[config.mk]
export PLATFORM = sky130hd
export DESIGN_NAME = m4au_seq
export DESIGN_NICKNAME = d
export VERILOG_FILES = /design/src/rtl/core/m4au_pkg.sv /design/src/rtl/core/m4au_seq.sv
export SDC_FILE = /design/constraint.sdc
export NUM_CORES = 1
export LEC_CHECK = 0
export BUFFER_PORTS_ARGS = -buffer_cell sky130_fd_sc_hd__buf_2
export CORE_AREA = 10 10 47 49
export CTS_CLUSTER_DIAMETER = 150
export DETAILED_ROUTE_END_ITERATION = 8
export DIE_AREA = 0 0 57 59
export PLACE_DENSITY = 0.8
export RECOVER_POWER = 100
export SYNTH_ARGS = -nofsm -noshare
export SYNTH_HDL_FRONTEND = slang
export SYNTH_SLANG_ARGS = --single-unit
[constraint.sdc]
create_clock -name clk -period 3.45 [get_ports clk]
set_input_delay 1.035 -clock clk [delete_from_list [all_inputs] [get_ports clk]]
set_output_delay 1.035 -clock clk [all_outputs]
set_load 0.1 [all_outputs]
[src/rtl/core/m4au_pkg.sv]
`timescale 1ns / 1ps
package m4au_pkg;

  localparam int DIM = 4;
  localparam int CELLS = DIM * DIM;
  localparam int IDXW = $clog2(CELLS);
  localparam int KW = $clog2(DIM);

  typedef enum logic [2:0] {
    OP_MUL   = 3'd0,
    OP_ADD   = 3'd1,
    OP_SUB   = 3'd2,
    OP_SCALE = 3'd3,
    OP_TRANS = 3'd4
  } op_t;

  typedef enum logic [1:0] {
    ST_LOAD,
    ST_CALC,
    ST_EMIT
  } state_t;

  // control handed from the sequencer to each cell
  typedef struct packed {
    logic          clear;
    logic          step;
    logic          done;
    logic [KW-1:0] k;
    logic [2:0]    op;
  } cell_ctl_t;

  function automatic logic [31:0] sat32(input logic signed [49:0] v);
    logic signed [49:0] hi;
    logic signed [49:0] lo;
    hi = 50'sh0_0000_7FFF_FFFF;
    lo = -50'sh0_0000_8000_0000;
    if (v > hi) begin
      sat32 = 32'h7FFF_FFFF;
    end else if (v < lo) begin
      sat32 = 32'h8000_0000;
    end else begin
      sat32 = v[31:0];
    end
  endfunction

endpackage

[src/rtl/core/m4au_seq.sv]
`timescale 1ns / 1ps
module m4au_seq (
  input  logic                      clk,
  input  logic                      rst,
  input  logic                      go,
  input  logic [2:0]                op_in,
  output m4au_pkg::cell_ctl_t       ctl,
  output logic                      shift,
  output logic                      busy,
  output logic                      strobe,
  output logic [m4au_pkg::IDXW-1:0] out_idx,
  output logic                      out_last
);

  m4au_pkg::state_t state, state_next;
  logic [m4au_pkg::KW:0]   cnt;
  logic [m4au_pkg::IDXW:0] ocnt;
  logic [2:0]              op;

  always_comb begin
    state_next = state;
    unique case (state)
      m4au_pkg::ST_LOAD: if (go) state_next = m4au_pkg::ST_CALC;
      m4au_pkg::ST_CALC: if (cnt == (m4au_pkg::KW+1)'(m4au_pkg::DIM)) begin
        state_next = m4au_pkg::ST_EMIT;
      end
      m4au_pkg::ST_EMIT: if (ocnt == (m4au_pkg::IDXW+1)'(m4au_pkg::CELLS - 1)) begin
        state_next = m4au_pkg::ST_LOAD;
      end
      default: state_next = m4au_pkg::ST_LOAD;
    endcase
  end

  always_comb begin
    busy = (state != m4au_pkg::ST_LOAD);
    strobe = (state == m4au_pkg::ST_EMIT);
    shift = strobe;
    ctl.clear = (state == m4au_pkg::ST_LOAD);
    ctl.step = (state == m4au_pkg::ST_CALC);
    // operands for step k are addressed at count k; the product lands in
    // the next cycle, so the extra final count only adds the last product
    ctl.k = m4au_pkg::KW'(cnt);
    ctl.done = (cnt == (m4au_pkg::KW+1)'(m4au_pkg::DIM));
    ctl.op = op;
    out_idx = ocnt[m4au_pkg::IDXW-1:0];
    out_last = (ocnt == (m4au_pkg::IDXW+1)'(m4au_pkg::CELLS - 1));
  end

  always_ff @(posedge clk) begin
    if (rst) begin
      state <= m4au_pkg::ST_LOAD;
      cnt <= '0;
      ocnt <= '0;
    end else begin
      state <= state_next;
      if (state == m4au_pkg::ST_CALC) begin
        cnt <= cnt + 1'b1;
      end else begin
        cnt <= '0;
      end
      if (state == m4au_pkg::ST_EMIT) begin
        ocnt <= ocnt + 1'b1;
      end else begin
        ocnt <= '0;
      end
    end
    if (go && state == m4au_pkg::ST_LOAD) begin
      op <= op_in;
    end
  end

endmodule

==> results of run 1 <==
[cell type report]
type                            count  share of cell area (%)
Clock buffer                        4                   3.955
Inverter                            6                   3.390
Multi-Input combinational cell     30                   33.14
Sequential cell                    13                   43.69
Tap cell                           16                   3.013
Timing Repair Buffer               21                   12.81
[cell usage in the layout (no fill, tap or decap)]
| master | instances |
|---|---|
| clkbuf_1 | 17 |
| mux2_2 | 1 |
| clkbuf_4 | 3 |
| xnor2_1 | 2 |
| nand3_1 | 1 |
| nor2_1 | 8 |
| and3_1 | 1 |
| and2_2 | 1 |
| dfxtp_1 | 10 |
| nor4bb_1 | 1 |
| a21oi_1 | 1 |
| nor2_2 | 1 |
| nand4b_1 | 1 |
| and2_0 | 1 |
| nor2b_1 | 2 |
| edfxtp_1 | 3 |
| ha_1 | 4 |
| or3b_1 | 3 |
| buf_2 | 5 |
| inv_1 | 6 |
| nor4b_1 | 1 |
| a2111oi_0 | 1 |
[power breakdown]
part           leakage (nW)  total, mW  internal, mW  switching, mW
Combinational         0.135     0.0532       0.00665         0.0465
Clock                0.0150     0.0925        0.0448         0.0476
Sequential            0.110      0.163         0.160        0.00348
Total                 0.260      0.309         0.211         0.0976
[worst paths after layout]
kind                      start               endpoint  slack, ns
max           cnt[0]$_SDFF_PP0_                 ctl[5]       0.57
min           cnt[0]$_SDFF_PP0_      cnt[0]$_SDFF_PP0_       0.47
max reg2reg  ocnt[0]$_SDFF_PP0_  state[1]$_SDFFE_PP0P_       1.99
min reg2reg   cnt[0]$_SDFF_PP0_      cnt[0]$_SDFF_PP0_       0.47
[worst max-delay path, stage by stage (launching register included)]
cell and delay (ns):
dfxtp_1 0.34, inv_1 0.06, ha_1 0.15, and2_2 0.15
clkbuf_1 0.88
[state kept, by name (all words and copies together), names as in the netlist]
register / count
cnt: 3
ocnt: 5
op: 3
state: 2
[stage by stage]
stage,worst slack (ns),util [%],total power [mW]
6_report,0.5665,47.41,0.3087
5_1_grt,0.4872,47.41,0.3190
4_1_cts,0.8062,49.02,0.3125
3_5_place_dp,1.115,47.14,0.2217
3_3_place_gp,1.175,47.14,0.2210
2_1_floorplan,0.09663,-,0.2155
[cell families (layout without fill, tap and decap cells)]
group	Yosys count	count (layout)	share of synthesized area, %
fa+ha+maj	4	4	8.282
flops	13	13	48.03
mux	1	1	1.863
xor+xnor	2	2	2.899
buf+inv	15	31	15.53
simple gates	21	21	21.12
compound gates	2	2	2.277
[routing by layer]
| layer | vias to the layer above | wire [um] | part of all wire, % |
|---|---|---|---|
| li1 | 219 | - | - |
| met1 | 174 | 467 | 42 |
| met2 | 17 | 474 | 43 |
| met3 | 3 | 135 | 12 |
| met4 | 0 | 22 | 2.0 |
| met5 | - | 0 | 0 |
==> metrics.txt, run 1 <==
core area=1401 um2; CTS Buf Count=3; CP Max Fanout=4; post-route setup TNS=0 ns; R2R cell count=5; most frequent cells after synthesis=10 x dfxtp_1, 9 x nor2_1, 8 x buf_4; die width=57 um; register area=290.3 um2; Hold Slack=0.4651 ns; leak pwr=0.2600 nW; post-synth cell types=21; hold depth=1; Gate Count Post-Synth=58; buffers added on ports=21; Vias per Instance=4.589; HP Class=register to register; met2 GRT Util=9.612%; multi-input combinational cell area=220.2 um2; minimum clock period=2.884 ns; net count after synthesis=68; Yosys reg bits=13; Layout Nets=85; Resized cells post-CTS=0; gr ovfl total=0; Synth Flop Type=dfxtp_1; pwr dens=464.6 nW/um2; number of global-route vias before repair=413; die area=3363 um2; Antenna Violating Nets Remaining=0; drc violations=0; worst skew pair latency=0.27 ns; # Post-CTS Setup Buffers=0; Crit. End Element=primary output; first-pass GRT wire length=1780 um; initial antenna violation count=0; final non-filler cell total=90; clock sink count=13; post-cts hold buffer count=0; synthesized area=604.3 um2; Avg Synthesized Cell Area=10.42 um2; final wirelength=1099 um; Placed Cells incl. Taps=86; initial core utilization=43.13%; placed instance area=660.6 um2; final worst path period share=83.58%; Post-synth ARST share=0%; Final Cell Area=664.4 um2; Clock Path Buffers=2; setup violators final=0; RSZ-0062 raised after global routing=no; outcome=finished clean; GR peak layer=met2; H-tree depth=1; VDD IR-drop max=202.6 uV; fillcell total=150; CTS Root Cell=clkbuf_4; crit start category=register; count leader, synth=dfxtp_1; clock slew at the register clock pins of the worst setup and hold paths=0.07 ns; first-pass iteration count of the detailed router=2; largest net degree at the start of global routing=12; M1 GR Usage=6.448%; Worst Tran Pin Value=1.193 ns; maxcap violations=0; Die Y=59 um; vias=413; IO Pins=22; Hold Vio Cnt, Final=0; met3 Usage GRT=4.721%; DR WL/cell=12.21 um; Synth top area share=33.13%; Area Overhead vs Synth=9.938%; TritonCTS clock tree=built; Rows=14; # diodes=0; routability cong.=0.6851; Critical Path RT=2.41 ns; post-synth top area cell=dfxtp_1; Max Transition Viols Final=0; drt first-iter violations=2; Critical Path AT=1.85 ns; Worst slew margin=20.79%; Post-synth EDFFs=3; Peak Freq=0.3468 GHz; Seq/Total Area, Yosys=48.03%; synth warn=0; Synth area leaders=dfxtp_1 33%, edfxtp_1 15%, buf_4 9.9%; fraction of layout cells with a size suffix above 1=14.86%; DPL Wire Length=884.3 um; GR Util All Layers=6.626%; Clock Skew=0.003391 ns; critical path class=register to primary output
Note: power is estimated with default switching activity, not from simulation.
==> run 2: changes to the inputs <==
- CORE_AREA: 10 10 47 49 -> default
- CORE_MARGIN: default -> 10
- CORE_UTILIZATION: default -> 41
- DIE_AREA: 0 0 57 59 -> default
- PLACE_DENSITY: 0.8 -> 0.77
- clock period: 3.45 -> 2.5 ns (I/O delays scaled with it)
==> run 2 against run 1 <==
  * Cell area up 2.1%
  * Highest routed layer unchanged
  * Largest cell class unchanged
  * Die area up 1.4%
  * Sequential share of layout area down 0.89 points
  * Final cell count down 1.1%
  * Critical path depth unchanged
  * Count of clock-buffer cells in the layout unchanged
==> metrics.txt, run 2 (same netlist as run 1, synthesis figures left out) <==
outcome=finished clean; max reg flops=5; initial antenna violation count=0; Clock Path Buffers=2; largest net degree at the start of global routing=12; CTS Root Cell=clkbuf_4; drt first-iter violations=2; Largest regs=ocnt x5, cnt x3, op x3; TritonCTS clock tree=built; Worst slew margin=21.43%; die width=58.39 um; Vias per Instance=4.697; Setup WS pre-CTS=0.4637 ns; first-pass GRT wire length=1683 um; largest reg by FF count=ocnt; post-cts hold buffer count=0; DPL Wire Length=903 um; IO Pins=22; post-route setup TNS=0 ns; hold depth=1; setup violators final=0; DR WL/cell=12.16 um; most frequent cells in the layout=13 x clkbuf_2, 10 x dfxtp_1, 9 x nor2_1; Reg2Reg Setup Slack=1.05 ns; clock sink count=13; die area=3409 um2; Reg2Reg Launch Point=ocnt[0]$_SDFF_PP0_; # diodes=0; Final Cell Area=678.2 um2; placed instance area=661.9 um2; pwr dens=623.6 nW/um2; routability cong.=0.7304; R2R cell count=5; Worst Tran Pin Value=1.184 ns; Hold Slack=0.4619 ns; H-tree depth=1; HP Class=register to register; Die Y=58.39 um; core area=1350 um2; final worst path period share=93.89%; Area Overhead vs Synth=12.22%; Clock Skew=0.005698 ns; leak pwr=0.2987 nW; buffers added on ports=21; Rows=13; Resized cells post-CTS=0; CP Max Fanout=4; critical path class=register to primary output; Crit. End Element=primary output; Antenna Violating Nets Remaining=0; Peak Freq=0.4260 GHz; vias=418; CTS Buf Count=3; # Post-CTS Setup Buffers=0; minimum clock period=2.347 ns; RSZ-0062 raised after global routing=no; number of global-route vias before repair=370; drc violations=0; final wirelength=1082 um; Critical Path AT=1.60 ns; gr ovfl total=0; Layout Nets=85; Critical Path RT=1.75 ns; Max Transition Viols Final=0; GR Util All Layers=6.606%; first-pass iteration count of the detailed router=3; crit start category=register; Hold Vio Cnt, Final=0; maxcap violations=0; Hold Crit Start=cnt[0]$_SDFF_PP0_; VDD IR-drop max=220.4 uV; most common cell after layout, fill and taps aside=clkbuf_2; fraction of layout cells with a size suffix above 1=31.08%; Critical Path Source=ocnt[0]$_SDFF_PP0_; initial core utilization=44.76%; worst skew pair latency=0.27 ns; clock slew at the register clock pins of the worst setup and hold paths=0.08 ns; PnR worst setup slack=0.1528 ns
run 2: cell types whose count changed in the layout (fill, tap and decap cells not counted), sizes merged:
cell and change:
clkbuf +1, buf -1
run 2: cell type report:
cell class	instances	area [um2]
inverter	6	22.52
tap	15	18.77
clock buffer	4	26.28
sequential	13	290.3
multi-input combinational	30	220.2
timing repair buffer	21	100.1
fill	142	671.9
run 2: critical path, cell delays in order, from the launching register on:
cell	delay (ns)
dfxtp_1	0.38
ha_1	0.19
and3_1	0.15
ha_1	0.15
clkbuf_2	0.46
run 2: final timing paths:
| path | end |
|---|---|
| setup / recovery | out_last |
| hold / removal | cnt[0]$_SDFF_PP0_ |
| setup reg to reg | state[1]$_SDFFE_PP0P_ |
| hold reg to reg | cnt[0]$_SDFF_PP0_ |
run 2: power by group:
part | leakage [nW] | internal [mW] | switching, mW
registers | 0.110 | 0.220 | 0.00470
clock network | 0.0150 | 0.0617 | 0.0619
logic | 0.174 | 0.0102 | 0.0641
run 2: metrics by stage:
| step | utilization (%) | power (mW) | instances |
|---|---|---|---|
| 3_3_place_gp | 49.03 | 0.3052 | 85 |
| 6_report | 50.23 | 0.4229 | 89 |
| 4_1_cts | 50.97 | 0.4301 | 89 |
| 3_5_place_dp | 49.03 | 0.3065 | 85 |
| 2_1_floorplan | - | 0.2976 | 58 |
| 5_1_grt | 50.23 | 0.4392 | 89 |
run 2: metal layers:
metal / vias to the layer above / GRT usage, % / share of wire (%) / wire (um)
met5: - / 0 / 0 / 0
met4: 0 / 7.047 / 4.3 / 46
met3: 4 / 3.219 / 8.1 / 88
met2: 17 / 9.712 / 46 / 494
met1: 177 / 6.380 / 42 / 453
li1: 220 / - / - / -
==> run 3: changes to the inputs <==
--- a/config.mk
+++ b/config.mk
@@ -13,3 +13,2 @@
 export PLACE_DENSITY = 0.77
-export RECOVER_POWER = 100
 export SYNTH_ARGS = -nofsm -noshare
==> constraint.sdc (replaced) <==
create_clock -name clk -period 2.5 [get_ports clk]
set_input_delay 0.25 -clock clk [delete_from_list [all_inputs] [get_ports clk]]
set_output_delay 0.25 -clock clk [all_outputs]
set_load 0.1 [all_outputs]
==> run 3 against run 2 <==
  * Cell area is 1.5% higher
  * Non-clock buffer count stayed put
  * Hold slack worse by 0.30 ns
==> metrics.txt, run 3 (same netlist as run 1, synthesis figures left out) <==
outcome=finished clean; die area=3409 um2; drc violations=0; Clock Skew=0.005006 ns; first-pass iteration count of the detailed router=1; vias=414; CP Max Fanout=4; clock sink count=13; Resized cells post-CTS=0; Flop pwr share=52.9%; IO Pins=22; core area=1350 um2; final wirelength=1161 um; # diodes=0; Switch Pwr=132.0 uW; Finished Core Util=50.97%; fraction of layout cells with a size suffix above 1=39.19%; Rows=13; number of global-route vias before repair=390; Worst Tran Pin Value=0.4960 ns; post-route setup TNS=0 ns; DR WL/cell=13.04 um; die width=58.39 um; Net Sw Frac=31.02%; fillcell total=132; RSZ-0062 raised after global routing=no; HP Class=input pin to register; critical path class=register to primary output; clock slew at the register clock pins of the worst setup and hold paths=0.07 ns; maxcap violations=0; DPL Wire Length=955.6 um; Comb pwr share=17.8%; Layout Nets=85; largest net degree at the start of global routing=12; Antenna Violating Nets Remaining=0; pwr dens=618.2 nW/um2; routability cong.=0.7273; Peak Freq=0.5510 GHz; GR Util All Layers=7.171%; Clock Path Buffers=2; CTS Buf Count=3; final worst path period share=72.60%; Worst slew margin=67.16%; CTS Root Cell=clkbuf_4; drt first-iter violations=0; Vias per Instance=4.652; setup violators final=0; Max Transition Viols Final=0; crit start category=register; Area Overhead vs Synth=13.87%; TritonCTS clock tree=built; Die Y=58.39 um; Crit. End Element=primary output; Critical Path AT=1.57 ns; first-pass GRT wire length=1842 um; most frequent cells in the layout=21 x buf_2, 10 x dfxtp_1, 8 x nor2_1; Largest regs=ocnt x5, cnt x3, op x3; Critical Path RT=2.25 ns; buffers added on ports=21; most common cell after layout, fill and taps aside=buf_2; clock network power share=29.2%; leak pwr=0.3221 nW; VDD IR-drop max=235.2 uV; internal power=293.5 uW; max reg flops=5; post-cts hold buffer count=0; minimum clock period=1.815 ns; gr ovfl total=0; H-tree depth=1; Hold Vio Cnt, Final=0; Overall Power=425.4 uW; largest reg by FF count=ocnt; worst skew pair latency=0.27 ns; # Post-CTS Setup Buffers=0; initial antenna violation count=0; initial core utilization=44.76%
[run 3: metrics by stage]
step	instances	cell area (um2)	hold WS, ns	setup slack [ns]
after floorplan	58	609.3	0.3191	0.2881
after global placement	85	661.9	0.4275	1.005
after detailed placement	85	661.9	0.4345	0.9602
after CTS	89	688.2	0.1568	0.6617
after global routing	89	688.2	0.1395	0.5663
final	89	688.2	0.1639	0.6850
[run 3: worst max-delay path, stage by stage (launching register included)]
cell and delay, ns:
dfxtp_1 0.37, ha_1 0.19, and3_1 0.15, ha_1 0.15
buf_2 0.43
[run 3: power by group through the flow]
stage / Combinational [mW] / Clock (mW) / Sequential [mW]
global placement: 0.0754 / 0 / 0.230
CTS: 0.0765 / 0.130 / 0.225
finish: 0.0759 / 0.124 / 0.225
global route: 0.0787 / 0.141 / 0.227
floorplan: 0.0509 / 0 / 0.247
detailed placement: 0.0764 / 0 / 0.230
[run 3: per-layer routing]
metal,GRT usage (%),up-vias,routed length [um]
li1,-,214,-
met1,6.380,179,459
met2,11.84,19,553
met3,3.648,2,120
met4,6.040,0,28
met5,0,-,0
[run 3: layout make-up]
| class | count | area, um2 | share of cell area (%) |
|---|---|---|---|
| multi-input combinational | 30 | 225.2 | 32.73 |
| inverter | 6 | 22.52 | 3.273 |
| sequential | 13 | 290.3 | 42.18 |
| tap | 15 | 18.77 | 2.727 |
| clock buffer | 4 | 26.28 | 3.818 |
| timing repair buffer | 21 | 105.1 | 15.27 |
[run 3: path summary, 6_finish.rpt]
kind / startpoint / to / slack [ns] / cells after the start
worst max register to register: ocnt[0]$_SDFF_PP0_ / state[1]$_SDFFE_PP0P_ / 1.06 / 5
worst min register to register: ocnt[0]$_SDFF_PP0_ / ocnt[0]$_SDFF_PP0_ / 0.46 / 1
worst min-delay path: op_in[1] / op[1]$_DFFE_PP_ / 0.16 / 1
worst max-delay path: ocnt[0]$_SDFF_PP0_ / out_last / 0.68 / 4
